**config.mk**
```make
export PLATFORM = sky130hd
export DESIGN_NAME = csma_backoff_controller
export DESIGN_NICKNAME = d
export VERILOG_FILES = /design/src/rtl/core/csma_pkg.sv /design/src/rtl/core/csma_backoff_controller.sv /design/src/rtl/core/csma_ctrl.sv /design/src/rtl/core/csma_datapath.sv
export SDC_FILE = /design/constraint.sdc
export NUM_CORES = 1
export LEC_CHECK = 0
export BUFFER_PORTS_ARGS = -buffer_cell sky130_fd_sc_hd__buf_2
export CAP_MARGIN = 0
export CORE_UTILIZATION = 25
export DETAILED_ROUTE_END_ITERATION = 10
export SLEW_MARGIN = 20
export SYNTH_ARGS = -nofsm -noshare
export SYNTH_HDL_FRONTEND = slang
export SYNTH_HIERARCHICAL = 1
export SYNTH_SLANG_ARGS = --single-unit
```
**constraint.sdc**
```tcl
create_clock -name clk -period 7.28 [get_ports clk]
set_input_delay 1.456 -clock clk [delete_from_list [all_inputs] [get_ports clk]]
set_output_delay 1.456 -clock clk [all_outputs]
set_load 0.02 [all_outputs]
```
**src/rtl/core/csma_pkg.sv**
```systemverilog
package csma_pkg;

  // Field widths
  localparam int OP_W      = 3;
  localparam int KIND_W    = 4;
  localparam int CNT_W     = 8;
  localparam int NODE_W    = 16;
  localparam int SYM_W     = 16;
  localparam int BASE_W    = 5;
  localparam int WORD_W    = 32;
  localparam int CFG_IDX_W = 3;
  localparam int CFG_DAT_W = 16;

  // Stream payload widths (fields packed from bit 0, padded to bytes)
  localparam int IN_TDATA_W  = 56;
  localparam int OUT_TDATA_W = 56;

  // Frame timing constants
  localparam int BEACON_BITS      = 256;
  localparam int DATA_BITS        = 512;
  localparam int BITS_PER_SYMBOL  = 4;
  localparam int PREAMBLE_SYMBOLS = 12;
  localparam int ACK_SYMBOLS      = 32;

  // Fixed part of the airtime for each frame type
  localparam logic [WORD_W-1:0] AIR_BEACON = WORD_W'(
      (BEACON_BITS + BITS_PER_SYMBOL - 1) / BITS_PER_SYMBOL + PREAMBLE_SYMBOLS);
  localparam logic [WORD_W-1:0] AIR_DATA = WORD_W'(
      (DATA_BITS + BITS_PER_SYMBOL - 1) / BITS_PER_SYMBOL + PREAMBLE_SYMBOLS + ACK_SYMBOLS);

  // Remainder unit runs one bit per cycle over the random word
  localparam int DIV_CNT_W = 6;
  localparam logic [DIV_CNT_W-1:0] DIV_STEPS = DIV_CNT_W'(WORD_W);

  // Operation codes
  localparam logic [OP_W-1:0] OP_SEND    = 3'd0;
  localparam logic [OP_W-1:0] OP_SAMPLE  = 3'd1;
  localparam logic [OP_W-1:0] OP_START   = 3'd2;
  localparam logic [OP_W-1:0] OP_DONE    = 3'd3;
  localparam logic [OP_W-1:0] OP_RECEIVE = 3'd4;

  // Result codes
  localparam logic [KIND_W-1:0] RES_ACCEPTED = 4'd0;
  localparam logic [KIND_W-1:0] RES_REFUSED  = 4'd1;
  localparam logic [KIND_W-1:0] RES_RETRY    = 4'd2;
  localparam logic [KIND_W-1:0] RES_START    = 4'd3;
  localparam logic [KIND_W-1:0] RES_DROPPED  = 4'd4;
  localparam logic [KIND_W-1:0] RES_AIRTIME  = 4'd5;
  localparam logic [KIND_W-1:0] RES_DONE     = 4'd6;
  localparam logic [KIND_W-1:0] RES_RECEIVED = 4'd7;
  localparam logic [KIND_W-1:0] RES_IGNORED  = 4'd8;

  // Register indexes
  localparam logic [CFG_IDX_W-1:0] REG_MIN_FREE   = 3'd0;
  localparam logic [CFG_IDX_W-1:0] REG_MAX_BACKOF = 3'd1;
  localparam logic [CFG_IDX_W-1:0] REG_INIT_LOW   = 3'd2;
  localparam logic [CFG_IDX_W-1:0] REG_INIT_HIGH  = 3'd3;
  localparam logic [CFG_IDX_W-1:0] REG_RETRY_LOW  = 3'd4;
  localparam logic [CFG_IDX_W-1:0] REG_RETRY_HIGH = 3'd5;
  localparam logic [CFG_IDX_W-1:0] REG_EXP_BASE   = 3'd6;
  localparam logic [CFG_IDX_W-1:0] REG_TURNAROUND = 3'd7;

  // Controller states
  typedef enum logic [2:0] {
    ST_IDLE,
    ST_EVAL,
    ST_POWER,
    ST_DIVIDE,
    ST_FINISH
  } state_t;

  // Controller to datapath
  typedef struct packed {
    logic load;
    logic eval;
    logic pow_step;
    logic div_load;
    logic div_step;
    logic out_load;
  } cmd_t;

  // Datapath to controller
  typedef struct packed {
    logic draw_init;
    logic draw_retry;
    logic pow_done;
    logic div_done;
    logic out_free;
  } stat_t;

endpackage

```
**src/rtl/core/csma_backoff_controller.sv**
```systemverilog
// Channel  Dir  Handshake             Payload
// in       in   in_tvalid/in_tready   tuser: operation; tdata: frame_type, recipient,
//                                     channel_free, random_value
// out      out  out_tvalid/out_tready tuser: result_kind; tdata: delay_symbols,
//                                     held_type, dest_node, delivered
// cfg      in   cfg_valid/cfg_ready   cfg_index, cfg_data (always ready)
//
// One item at a time. Items that draw no delay are evaluated and finished; an initial
// draw also runs the 32 bit-serial remainder steps, and a retry runs the power loop
// steps (at most one per backoff, at most 32 since the span saturates), then the 32
// bit-serial remainder steps.
// Reset is synchronous, active low; configuration returns to its defaults.
// A result waits in the output register; the next item is taken while it waits,
// and the block stalls only when a new result finds that register still full.
module csma_backoff_controller (
  input  logic                                clk,
  input  logic                                rst_n,
  input  logic                                in_tvalid,
  output logic                                in_tready,
  input  logic [csma_pkg::OP_W-1:0]           in_tuser,   // [2:0] operation
  input  logic [csma_pkg::IN_TDATA_W-1:0]     in_tdata,   // [0] frame_type, [16:1] recipient,
                                                          // [17] channel_free,
                                                          // [49:18] random_value
  input  logic                                cfg_valid,
  output logic                                cfg_ready,
  input  logic [csma_pkg::CFG_IDX_W-1:0]      cfg_index,
  input  logic [csma_pkg::CFG_DAT_W-1:0]      cfg_data,
  output logic                                out_tvalid,
  input  logic                                out_tready,
  output logic [csma_pkg::KIND_W-1:0]         out_tuser,  // [3:0] result_kind
  output logic [csma_pkg::OUT_TDATA_W-1:0]    out_tdata   // [31:0] delay_symbols,
                                                          // [32] held_type,
                                                          // [48:33] dest_node,
                                                          // [49] delivered
);
  import csma_pkg::*;

  cmd_t  cmd;
  stat_t stat;

  // Sequencer
  csma_ctrl u_ctrl (
    .clk       (clk),
    .rst_n     (rst_n),
    .in_tvalid (in_tvalid),
    .in_tready (in_tready),
    .stat      (stat),
    .cmd       (cmd)
  );

  // Registers, state and arithmetic
  csma_datapath u_dp (
    .clk        (clk),
    .rst_n      (rst_n),
    .cmd        (cmd),
    .stat       (stat),
    .in_tuser   (in_tuser),
    .in_tdata   (in_tdata),
    .cfg_valid  (cfg_valid),
    .cfg_ready  (cfg_ready),
    .cfg_index  (cfg_index),
    .cfg_data   (cfg_data),
    .out_tvalid (out_tvalid),
    .out_tready (out_tready),
    .out_tuser  (out_tuser),
    .out_tdata  (out_tdata)
  );

endmodule

```
**src/rtl/core/csma_ctrl.sv**
```systemverilog
module csma_ctrl (
  input  logic            clk,
  input  logic            rst_n,
  input  logic            in_tvalid,
  output logic            in_tready,
  input  csma_pkg::stat_t stat,
  output csma_pkg::cmd_t  cmd
);
  import csma_pkg::*;

  state_t state_r;
  state_t state_nxt;

  // State register
  always_ff @(posedge clk) begin
    if (!rst_n) begin
      state_r <= ST_IDLE;
    end else begin
      state_r <= state_nxt;
    end
  end

  // Next state
  always_comb begin
    state_nxt = state_r;
    unique case (state_r)
      ST_IDLE: begin
        if (in_tvalid) state_nxt = ST_EVAL;
      end
      ST_EVAL: begin
        if (stat.draw_retry) state_nxt = ST_POWER;
        else if (stat.draw_init) state_nxt = ST_DIVIDE;
        else state_nxt = ST_FINISH;
      end
      ST_POWER: begin
        if (stat.pow_done) state_nxt = ST_DIVIDE;
      end
      ST_DIVIDE: begin
        if (stat.div_done) state_nxt = ST_FINISH;
      end
      ST_FINISH: begin
        if (stat.out_free) state_nxt = ST_IDLE;
      end
      default: state_nxt = ST_IDLE;
    endcase
  end

  // Commands
  always_comb begin
    cmd       = '0;
    in_tready = 1'b0;
    unique case (state_r)
      ST_IDLE: begin
        in_tready = 1'b1;
        cmd.load  = in_tvalid;
      end
      ST_EVAL: begin
        cmd.eval = 1'b1;
      end
      ST_POWER: begin
        cmd.pow_step = !stat.pow_done;
        cmd.div_load = stat.pow_done;
      end
      ST_DIVIDE: begin
        cmd.div_step = !stat.div_done;
      end
      ST_FINISH: begin
        cmd.out_load = stat.out_free;
      end
      default: begin
        cmd = '0;
      end
    endcase
  end

  // Every accepted item is evaluated in the next cycle
  a_accept_eval: assert property (@(posedge clk) disable iff (!rst_n)
    in_tvalid && in_tready |=> state_r == ST_EVAL)
    else $error("accepted item not evaluated");

  // Evaluation is never repeated back to back
  a_eval_once: assert property (@(posedge clk) disable iff (!rst_n)
    state_r == ST_EVAL |=> state_r != ST_EVAL)
    else $error("evaluation repeated");

  // Remainder unit is not abandoned before it finishes
  a_div_hold: assert property (@(posedge clk) disable iff (!rst_n)
    state_r == ST_DIVIDE && !stat.div_done |=> state_r == ST_DIVIDE)
    else $error("division left early");

endmodule

```
**src/rtl/core/csma_datapath.sv**
```systemverilog
module csma_datapath (
  input  logic                                clk,
  input  logic                                rst_n,
  input  csma_pkg::cmd_t                      cmd,
  output csma_pkg::stat_t                     stat,
  input  logic [csma_pkg::OP_W-1:0]           in_tuser,
  input  logic [csma_pkg::IN_TDATA_W-1:0]     in_tdata,
  input  logic                                cfg_valid,
  output logic                                cfg_ready,
  input  logic [csma_pkg::CFG_IDX_W-1:0]      cfg_index,
  input  logic [csma_pkg::CFG_DAT_W-1:0]      cfg_data,
  output logic                                out_tvalid,
  input  logic                                out_tready,
  output logic [csma_pkg::KIND_W-1:0]         out_tuser,
  output logic [csma_pkg::OUT_TDATA_W-1:0]    out_tdata
);
  import csma_pkg::*;

  // Configuration registers
  logic [CNT_W-1:0]  min_free_r;
  logic [CNT_W-1:0]  max_backoffs_r;
  logic [SYM_W-1:0]  init_low_r;
  logic [SYM_W-1:0]  init_high_r;
  logic [SYM_W-1:0]  retry_low_r;
  logic [SYM_W-1:0]  retry_high_r;
  logic [BASE_W-1:0] exp_base_r;
  logic [SYM_W-1:0]  turnaround_r;

  // Frame state
  logic              pending_r, pending_nxt;
  logic              tx_r, tx_nxt;
  logic              ptype_r, ptype_nxt;
  logic [NODE_W-1:0] pdest_r, pdest_nxt;
  logic [CNT_W-1:0]  fc_r, fc_nxt;
  logic [CNT_W-1:0]  bc_r, bc_nxt;

  // Latched input item
  logic [OP_W-1:0]   op_r;
  logic              ftype_r;
  logic [NODE_W-1:0] rdest_r;
  logic              free_r;
  logic [WORD_W-1:0] rnd_r;

  // Staged result
  logic [KIND_W-1:0] res_kind_r, res_kind_nxt;
  logic [WORD_W-1:0] res_delay_r, res_delay_nxt;
  logic              res_type_r, res_type_nxt;
  logic [NODE_W-1:0] res_dest_r, res_dest_nxt;
  logic              res_deliv_r, res_deliv_nxt;
  logic              use_draw_r;
  logic [SYM_W-1:0]  add_base_r;
  logic              draw_init;
  logic              draw_retry;

  // Power loop and remainder unit
  logic [WORD_W-1:0]        x_r;
  logic [CNT_W-1:0]         n_r;
  logic [WORD_W:0]          div_d_r;
  logic [WORD_W:0]          rem_r;
  logic [WORD_W-1:0]        dvd_r;
  logic [DIV_CNT_W-1:0]     div_cnt_r;
  logic [WORD_W+BASE_W-1:0] prod;
  logic [WORD_W-1:0]        x_step;
  logic [WORD_W+1:0]        trial;
  logic [WORD_W+1:0]        trial_diff;
  logic [WORD_W:0]          rem_step;
  logic [WORD_W:0]          draw_sum;
  logic [WORD_W-1:0]        draw_delay;

  // Output register
  logic                     out_tvalid_r;
  logic [KIND_W-1:0]        out_kind_r;
  logic [WORD_W-1:0]        out_delay_r;
  logic                     out_type_r;
  logic [NODE_W-1:0]        out_dest_r;
  logic                     out_deliv_r;

  // Helpers for the evaluation step
  logic [SYM_W-1:0] init_span;
  logic [SYM_W-1:0] retry_span;
  logic [CNT_W-1:0] bc_inc;
  logic [CNT_W-1:0] fc_smp;

  assign cfg_ready  = 1'b1;
  assign init_span  = init_high_r - init_low_r;
  assign retry_span = (retry_high_r > retry_low_r) ? (retry_high_r - retry_low_r) : '0;
  assign bc_inc     = (bc_r != {CNT_W{1'b1}}) ? (bc_r + CNT_W'(1)) : bc_r;
  assign fc_smp     = free_r ? ((fc_r != '0) ? (fc_r - CNT_W'(1)) : '0) : min_free_r;

  // Configuration writes
  always_ff @(posedge clk) begin
    if (!rst_n) begin
      min_free_r     <= CNT_W'(1);
      max_backoffs_r <= CNT_W'(8);
      init_low_r     <= SYM_W'(20);
      init_high_r    <= SYM_W'(320);
      retry_low_r    <= SYM_W'(20);
      retry_high_r   <= SYM_W'(160);
      exp_base_r     <= BASE_W'(2);
      turnaround_r   <= SYM_W'(12);
    end else if (cfg_valid && cfg_ready) begin
      unique case (cfg_index)
        REG_MIN_FREE:   min_free_r     <= cfg_data[CNT_W-1:0];
        REG_MAX_BACKOF: max_backoffs_r <= cfg_data[CNT_W-1:0];
        REG_INIT_LOW:   init_low_r     <= cfg_data;
        REG_INIT_HIGH:  init_high_r    <= cfg_data;
        REG_RETRY_LOW:  retry_low_r    <= cfg_data;
        REG_RETRY_HIGH: retry_high_r   <= cfg_data;
        REG_EXP_BASE:   exp_base_r     <= cfg_data[BASE_W-1:0];
        REG_TURNAROUND: turnaround_r   <= cfg_data;
        default: ;
      endcase
    end
  end

  // Input latch on transfer
  always_ff @(posedge clk) begin
    if (cmd.load) begin
      op_r    <= in_tuser;
      ftype_r <= in_tdata[0];
      rdest_r <= in_tdata[16:1];
      free_r  <= in_tdata[17];
      rnd_r   <= in_tdata[49:18];
    end
  end

  // Evaluation: state update and result selection
  always_comb begin
    pending_nxt   = pending_r;
    tx_nxt        = tx_r;
    ptype_nxt     = ptype_r;
    pdest_nxt     = pdest_r;
    fc_nxt        = fc_r;
    bc_nxt        = bc_r;
    res_kind_nxt  = RES_IGNORED;
    res_delay_nxt = '0;
    res_type_nxt  = 1'b0;
    res_dest_nxt  = '0;
    res_deliv_nxt = 1'b0;
    draw_init     = 1'b0;
    draw_retry    = 1'b0;
    case (op_r)
      OP_SEND: begin
        if (pending_r) begin
          res_kind_nxt = RES_REFUSED;
          res_type_nxt = ptype_r;
          res_dest_nxt = pdest_r;
        end else begin
          pending_nxt   = 1'b1;
          ptype_nxt     = ftype_r;
          pdest_nxt     = rdest_r;
          fc_nxt        = min_free_r;
          bc_nxt        = '0;
          res_kind_nxt  = RES_ACCEPTED;
          res_type_nxt  = ftype_r;
          res_dest_nxt  = rdest_r;
          res_delay_nxt = {{(WORD_W-SYM_W){1'b0}}, init_low_r};
          draw_init     = (init_high_r >= init_low_r);
        end
      end
      OP_SAMPLE: begin
        if (pending_r && !tx_r) begin
          bc_nxt       = bc_inc;
          fc_nxt       = fc_smp;
          res_type_nxt = ptype_r;
          res_dest_nxt = pdest_r;
          if (fc_smp == '0) begin
            tx_nxt        = 1'b1;
            res_kind_nxt  = RES_START;
            res_delay_nxt = {{(WORD_W-SYM_W){1'b0}}, turnaround_r};
          end else if (max_backoffs_r == '0 || bc_inc <= max_backoffs_r) begin
            res_kind_nxt = RES_RETRY;
            draw_retry   = 1'b1;
          end else begin
            pending_nxt  = 1'b0;
            res_kind_nxt = RES_DROPPED;
          end
        end
      end
      OP_START: begin
        if (tx_r) begin
          res_kind_nxt  = RES_AIRTIME;
          res_type_nxt  = ptype_r;
          res_dest_nxt  = pdest_r;
          res_delay_nxt = (ptype_r ? AIR_DATA : AIR_BEACON)
                          + {{(WORD_W-SYM_W){1'b0}}, turnaround_r};
        end
      end
      OP_DONE: begin
        if (tx_r) begin
          res_kind_nxt  = RES_DONE;
          res_type_nxt  = ptype_r;
          res_dest_nxt  = pdest_r;
          res_deliv_nxt = ptype_r;
          pending_nxt   = 1'b0;
          tx_nxt        = 1'b0;
          ptype_nxt     = 1'b0;
        end
      end
      OP_RECEIVE: begin
        if (!tx_r) begin
          res_kind_nxt = RES_RECEIVED;
          res_type_nxt = ftype_r;
        end
      end
      default: ;
    endcase
  end

  // Frame state registers
  always_ff @(posedge clk) begin
    if (!rst_n) begin
      pending_r <= 1'b0;
      tx_r      <= 1'b0;
      ptype_r   <= 1'b0;
      pdest_r   <= '0;
      fc_r      <= '0;
      bc_r      <= '0;
    end else if (cmd.eval) begin
      pending_r <= pending_nxt;
      tx_r      <= tx_nxt;
      ptype_r   <= ptype_nxt;
      pdest_r   <= pdest_nxt;
      fc_r      <= fc_nxt;
      bc_r      <= bc_nxt;
    end
  end

  // Staged result
  always_ff @(posedge clk) begin
    if (cmd.eval) begin
      res_kind_r  <= res_kind_nxt;
      res_delay_r <= res_delay_nxt;
      res_type_r  <= res_type_nxt;
      res_dest_r  <= res_dest_nxt;
      res_deliv_r <= res_deliv_nxt;
      use_draw_r  <= draw_init || draw_retry;
      add_base_r  <= draw_init ? init_low_r : retry_low_r;
    end
  end

  // One multiply per power step, saturating at 32 bits
  assign prod   = x_r * exp_base_r;
  assign x_step = (|prod[WORD_W+BASE_W-1:WORD_W]) ? {WORD_W{1'b1}} : prod[WORD_W-1:0];

  // Restoring remainder step: one dividend bit per cycle
  assign trial      = {rem_r, dvd_r[WORD_W-1]};
  assign trial_diff = trial - {1'b0, div_d_r};
  assign rem_step   = (trial >= {1'b0, div_d_r}) ? trial_diff[WORD_W:0] : trial[WORD_W:0];

  // Final draw: base plus remainder, saturating
  assign draw_sum   = {{(WORD_W+1-SYM_W){1'b0}}, add_base_r} + rem_r;
  assign draw_delay = draw_sum[WORD_W] ? {WORD_W{1'b1}} : draw_sum[WORD_W-1:0];

  // Loop counters
  always_ff @(posedge clk) begin
    if (!rst_n) begin
      n_r       <= '0;
      div_cnt_r <= '0;
    end else begin
      if (cmd.eval) begin
        n_r       <= '0;
        div_cnt_r <= '0;
      end else begin
        if (cmd.pow_step) n_r <= n_r + CNT_W'(1);
        if (cmd.div_load) div_cnt_r <= '0;
        else if (cmd.div_step) div_cnt_r <= div_cnt_r + DIV_CNT_W'(1);
      end
    end
  end

  // Power and remainder operands
  always_ff @(posedge clk) begin
    if (cmd.eval) begin
      x_r     <= {{(WORD_W-SYM_W){1'b0}}, retry_span};
      div_d_r <= {{(WORD_W+1-SYM_W){1'b0}}, init_span} + (WORD_W+1)'(1);
      rem_r   <= '0;
      dvd_r   <= rnd_r;
    end else if (cmd.pow_step) begin
      x_r <= x_step;
    end else if (cmd.div_load) begin
      div_d_r <= {1'b0, x_r} + (WORD_W+1)'(1);
      rem_r   <= '0;
      dvd_r   <= rnd_r;
    end else if (cmd.div_step) begin
      rem_r <= rem_step;
      dvd_r <= {dvd_r[WORD_W-2:0], 1'b0};
    end
  end

  // Status toward the controller
  assign stat.draw_init  = draw_init;
  assign stat.draw_retry = draw_retry;
  assign stat.pow_done   = (n_r == bc_r) || (x_r == '0) || (&x_r)
                           || (exp_base_r == BASE_W'(1));
  assign stat.div_done   = (div_cnt_r == DIV_STEPS);
  assign stat.out_free   = !out_tvalid_r || out_tready;

  // Output register
  always_ff @(posedge clk) begin
    if (!rst_n) begin
      out_tvalid_r <= 1'b0;
    end else if (cmd.out_load) begin
      out_tvalid_r <= 1'b1;
    end else if (out_tready) begin
      out_tvalid_r <= 1'b0;
    end
  end

  always_ff @(posedge clk) begin
    if (cmd.out_load) begin
      out_kind_r  <= res_kind_r;
      out_delay_r <= use_draw_r ? draw_delay : res_delay_r;
      out_type_r  <= res_type_r;
      out_dest_r  <= res_dest_r;
      out_deliv_r <= res_deliv_r;
    end
  end

  assign out_tvalid = out_tvalid_r;
  assign out_tuser  = out_kind_r;
  assign out_tdata  = {{(OUT_TDATA_W-WORD_W-NODE_W-2){1'b0}},
                       out_deliv_r, out_dest_r, out_type_r, out_delay_r};

  // A frame on air is always a held frame
  a_tx_pending: assert property (@(posedge clk) disable iff (!rst_n)
    tx_r |-> pending_r)
    else $error("transmitting without a held frame");

  // Delivered flag only comes with a finished transmission
  a_deliv_done: assert property (@(posedge clk) disable iff (!rst_n)
    out_tvalid_r && out_deliv_r |-> out_kind_r == RES_DONE)
    else $error("delivered set on a non-done result");

  // Finished remainder is below the divisor
  a_rem_range: assert property (@(posedge clk) disable iff (!rst_n)
    div_cnt_r == DIV_STEPS |-> rem_r < div_d_r)
    else $error("remainder out of range");

endmodule

```
# --- Word-level counts from Yosys, hierarchy flattened ---
# Index checks and enable logic that the tools add are counted.
word_totals:
  mem_count: 0
  wordCells: 216
  inputBits: 83
  mem_bits_rw: 0
  regBits: 462
  rom_bits: 0
  latchBits: 0
classes:
  n_lt_le_gt_ge: 4
  multipliers: 1
  bitwise_logic: 2
  n_eq_ne: 30
  n_mux: 79
  div: 0
  n_reduce_logical: 49
  addsub: 11
  shift: 0
op_table:
  columns: ["cell", "count"]
  rows:
  - ["two-way mux 32 bit", 9]
  - ["two-way mux 33 bit", 6]
  - ["two-way mux 16 bit", 9]
  - ["one-hot mux 32 bit (3 select lines)", 1]
  - ["two-way mux 8 bit", 8]
  - ["one-hot mux 16 bit (3 select lines)", 1]
  - ["multiplier 32 x 5 -> 37 bit", 1]
  - [">= comparator 34 x 33 -> 1 bit", 1]
  - ["adder 16 x 33 -> 33 bit", 1]
  - ["adder 32 x 1 -> 33 bit (second input constant)", 1]
  - ["subtractor 33 bit", 1]
  - ["adder 32 x 16 -> 32 bit", 1]
  - ["logical NOT 32 bit", 1]
  - ["one-hot mux 8 bit (2 select lines)", 2]
  - ["AND reduction 32 bit", 1]
  - ["subtractor 16 bit", 2]
  - ["two-way mux 1 bit", 24]
  - ["AND reduction 2 bit", 12]
  - ["two-way mux 3 bit", 7]
  - ["two-way mux 4 bit", 5]
  - ["one-hot mux 4 bit (5 select lines)", 1]
  - ["== test 3 x 2 -> 1 bit (second input constant)", 6]
  - ["== test 3 bit (second input constant)", 6]
  - ["adder 16 x 1 -> 17 bit (second input constant)", 1]
  - ["33 further kinds", 68]

# --- Depth between registers and ports, before layout ---
depth:
  ltp_word: 10
  ltp_mapped: 19

# --- Hierarchy ---
# Netlist, hierarchy kept.
by_module_without_submodules:
  columns: ["module", "area_each_um2", "cells_each", "seq_area_each_um2", "n_inst"]
  rows:
  - ["csma_datapath", 28827.6, 3074, 11330.9, 1]
  - ["csma_ctrl", 236.5, 30, 60.1, 1]

# --- Least setup slack after synthesis ---
# Ideal clock, no wire load.
synth_path:
  path_type: "reg-to-reg"
  startpoint: "reg u_ctrl.state_r[0]"
  endpoint: "reg u_dp.div_d_r[0] (enable)"
  slack_ns: 0.811
  synth_period_minus_slack_ns: 6.469
  path_buffers: 4
  t_required_ns: 6.891
  path_stages_with_launch: 8
  arrival_time_ns: 6.080
  path_cell_list: "dfxtp_1 > buf_2 > inv_1 > nor3_1 > clkbuf_1 > clkbuf_1 > clkbuf_1 > a21o_1"
synth_lines:
  columns: ["element", "line_no", "source"]
  rows:
  - ["from (decl)", "csma_ctrl.sv:11", "state_t state_r;"]
  - ["from (signal assigned)", "csma_ctrl.sv:19", "state_r <= state_nxt;"]
  - ["to (signal assigned)", "csma_datapath.sv:276", "div_d_r <= {{(WORD_W+1-SYM_W){1'b0}}, init_span} + (WORD_W+1)'(1);"]
  - ["to (signal assigned)", "csma_datapath.sv:282", "div_d_r <= {1'b0, x_r} + (WORD_W+1)'(1);"]
  - ["to (decl)", "csma_datapath.sv:58", "logic [WORD_W:0] div_d_r;"]

# --- Final worst setup path ---
layout_path:
  startpoint: "reg u_dp.exp_base_r[4]"
  endpoint: "reg u_dp.x_r[0] (data pin)"
layout_between:
  elab_chain_len: 5
layout_lines:
  columns: ["element", "line_no", "source"]
  rows:
  - ["from (decl)", "csma_datapath.sv:26", "logic [BASE_W-1:0] exp_base_r;"]
  - ["from (signal assigned)", "csma_datapath.sv:109", "REG_EXP_BASE: exp_base_r <= cfg_data[BASE_W-1:0];"]
  - ["multiplier 32 x 5 -> 37 bit", "csma_datapath.sv:243", "assign prod = x_r * exp_base_r;"]
  - ["OR reduction 5 bit", "csma_datapath.sv:244", "assign x_step = (|prod[WORD_W+BASE_W-1:WORD_W]) ? {WORD_W{1'b1}} : prod[WORD_W-1:0];"]
  - ["two-way mux 32 bit", "csma_datapath.sv:244", null]
  - ["two-way mux 16 bit", "csma_datapath.sv:279", "end else if (cmd.pow_step) begin"]
  - ["two-way mux 16 bit", "csma_datapath.sv:274", "if (cmd.eval) begin"]
  - ["to (signal assigned)", "csma_datapath.sv:275", "x_r <= {{(WORD_W-SYM_W){1'b0}}, retry_span};"]
  - ["to (signal assigned)", "csma_datapath.sv:280", "x_r <= x_step;"]
  - ["to (decl)", "csma_datapath.sv:56", "logic [WORD_W-1:0] x_r;"]
# Every way passes these cells. The select of a mux whose other input is x is not followed.
# A chain may end at the register's enable or synchronous reset.

==> results.py <==
metrics = {
    "power": {
        "p_leak_nw": 13.2,
        "power_density_nw_per_um2": 206,
        "finalPower_mw": 6.76,
        "ir_drop_uv": 180,
    },
    "synthesis": {
        "synth_cells": 3104,
        "ys.flop_type": "edfxtp_1",
        "ys_top_cells_by_area": "edfxtp_1 (25%), dfxtp_1 (14%), fa_1 (6.5%)",
        "synth_area_leader_cell": "edfxtp_1",
        "ys_ff_latch": 447,
        "ys_warn_count": 6,
        "ys_seq_area_share_pct": 39.2,
        "netlist.area_leader.share_pct": 25.2,
        "synth-edff-count": 244,
        "yosysMostFrequentCell": "nand2_1",
        "synthArstFlopShare_pct": 0,
        "ys_types": 92,
        "yosys-top-cells-count": "nand2_1 (390), edfxtp_1 (244), inv_1 (225)",
        "netlist_area_um2": 29100,
        "postSynthAreaPerCell_um2": 9.36,
    },
    "clock_network": {
        "cts_max_level": 2,
        "ctsRootBufferMaster": "clkbuf_16",
        "holdBufCountCts": 0,
        "clkLatencyLatePin_ns": 0.64,
        "numCtsBuffers": 49,
        "cts_resized": 0,
        "post_cts_buffers": 0,
        "clkTransAtPathRegs_ns": 0.06,
        "clock_sink_count": 447,
        "cts_tree": "yes",
        "clockBufferDepth": 3,
    },
    "setup_path": {
        "path_class": "flip-flop to flip-flop",
        "slowest_stage": "dfxtp_1",
        "critical_path_buf_inv_count": 4,
        "slowest_delay_ns": 0.63,
        "required_ns": 7.62,
        "cp_max_fo": 32,
        "r2r-start": "u_dp/exp_base_r[4]",
        "setup.worst_path.start": "u_dp/exp_base_r[4]",
        "cp_cell_sequence": "buf_4 -> and2_1 -> fa_1 -> fa_1 -> inv_1 -> fa_1 -> inv_1 -> ha_1 -> nand2_1 -> or3_1 -> or2_1 -> o32ai_2 -> a31oi_1 -> xnor2_1 -> nor4_4 -> buf_4 -> o221ai_1",
        "path_delay_family": "adder cells",
        "cp.arrival_ns": 6.32,
        "crit_top_cell": "fa_1",
        "cp-end-kind": "flip-flop",
        "crit_path_start_kind": "flip-flop",
    },
    "cells_and_area": {
        "register_area_um2": 11400,
        "post-route-cell-area_um2": 32900,
        "nets": 3468,
        "area_growth_pct": 13.1,
        "stdcell_count": 4702,
        "drive_above_1_share_pct": 9.73,
        "multi_input_area_um2": 16200,
        "fill_cells": 12200,
    },
    "drt": {
        "drc": 0,
        "vias": 22300,
        "routed_wl_mm": 75.9,
        "ant_nets": 0,
        "drt_iter0_drc": 1587,
        "wire_per_inst_um": 16.1,
        "viasPerCell": 4.75,
        "dr.pass1.iters": 6,
    },
    "global_route": {
        "gr-usage-met2_pct": 19.7,
        "grt_pass1_wl_mm": 119,
        "busiest_layer": "met2",
        "use_met1_pct": 18.1,
        "grt_pass1_vias": 21100,
        "use_met3_pct": 2.32,
        "grt_max_degree": 102,
        "track_usage_pct": 12.7,
        "antenna_found_initial": 8,
        "grt_overflow": 0,
    },
    "placed_design": {
        "placed_area_um2": 31100,
        "placed_cells": 4606,
        "finalWeightedCongestion": 0.855,
        "portBuffers": 132,
        "dpl.hpwl_mm": 56.0,
    },
    "timing": {
        "setup_tns_ns": 0,
        "fin_skew_ns": 0.0511,
        "timing.slew.headroom_pct": 28.8,
        "fmax_ghz": 0.167,
        "hold_viol_final": 0,
        "worstMarginPinSlew_ns": 1.06,
        "period_minus_slack_ns": 5.97,
        "rsz0062_at_grt": "no",
        "finalSetupViolCount": 0,
        "maxSlewViolCount": 0,
        "finalCritPeriodShare_pct": 82.1,
    },
    "floorplanning": {
        "die_w_um": 343,
        "die_h_um": 343,
        "die_area_um2": 118000,
        "initial_core_util_pct": 25.3,
        "fp-row-count": 124,
        "ios": 146,
        "core_area_um2": 115000,
    },
    "job": {
        "drv_cap": 0,
    },
    "min_path": {
        "worstHoldStart": "u_dp/res_deliv_r",
        "min_path_type": "flip-flop to flip-flop",
    },
    "run_status": {
        "outcome": "finished clean",
    },
}
[sequential cells by signal, summed over array words and instances (netlist names), 17 cells and up]
name / flops
u_dp/div_d_r: 33
u_dp/dvd_r: 32
u_dp/out_delay_r: 32
u_dp/rem_r: 33
u_dp/res_delay_r: 17
u_dp/rnd_r: 32
u_dp/x_r: 32
[metal layers]
metal  up-vias  routed length (um)  part of all wire (%)
li1      10900                   -                     -
met1     10800               36300                    48
met2       524               33800                    45
met3        84                4520                   6.0
met4         8                1240                   1.6
met5         -                  50                 0.066
[cells by family (layout without fill, tap and decap cells)]
kind of cell / count (synthesis) / count (layout) / share of synthesized area [%]
DFF: 447 / 447 / 39.2
xor gates and xnor gates: 181 / 181 / 5.45
AOI/OAI and AO/OA: 684 / 684 / 16.2
buffers and inverters: 397 / 473 / 5.37
other: 2 / 12 / 0.0258
adders and majority gates: 240 / 240 / 12.8
and+or+nand+nor: 1060 / 1060 / 17.6
muxes: 93 / 93 / 3.37
[report_power, final]
| part | total (mW) | internal, mW | switching [mW] | leakage, nW |
|---|---|---|---|---|
| registers | 3.05 | 2.93 | 0.123 | 3.93 |
| logic | 1.10 | 0.401 | 0.699 | 8.41 |
| clock network | 2.61 | 1.50 | 1.11 | 0.820 |
| total | 6.76 | 4.83 | 1.93 | 13.2 |
[path summary, 6_finish.rpt]
path	end	cells past startpoint	slack (ns)
worst max-delay path	u_dp/x_r[0]	17	1.31
worst min-delay path	u_dp/out_deliv_r	0	0.42
worst max register to register	u_dp/x_r[0]	17	1.31
worst min register to register	u_dp/out_deliv_r	0	0.42
[layout make-up]
class,count,area share (%)
Multi-Input combinational cell,2265,49.3
Timing Repair Buffer,157,2.59
Sequential cell,447,34.7
Clock inverter,30,1.08
Clock buffer,61,4.05
Tap cell,1512,5.76
Inverter,225,2.57
Antenna cell,5,0.0381
[through the flow]
| stage | setup WS (ns) | hold WS, ns | utilization, % |
|---|---|---|---|
| finish | 1.31 | 0.420 | 28.6 |
| global route | 1.04 | 0.423 | 28.6 |
| CTS | 1.35 | 0.420 | 28.6 |
| detailed placement | 1.36 | 0.405 | 27.1 |
| global placement | 1.45 | 0.402 | 27.1 |
| floorplan | 0.811 | 0.400 | - |
[placed cells by master, fill, tap and decap left out, types with 20 or more instances in the layout]
cell,n
mux2_2,37
inv_1,225
dfxtp_1,203
a21o_1,69
and2_1,148
nand4_1,38
o21ai_0,76
nand2b_1,28
a21oi_1,127
mux2i_1,55
buf_2,131
ha_1,146
nor3_1,44
and3_1,25
a31oi_1,28
a22oi_1,20
nand3_1,74
xor2_1,73
clkbuf_16,50
edfxtp_1,244
nor2b_1,39
fa_1,94
nand2_1,390
buf_4,26
o21ai_1,51
nor2_1,183
xnor2_1,108
a21boi_0,96
Power figures use the tool's default switching activity.
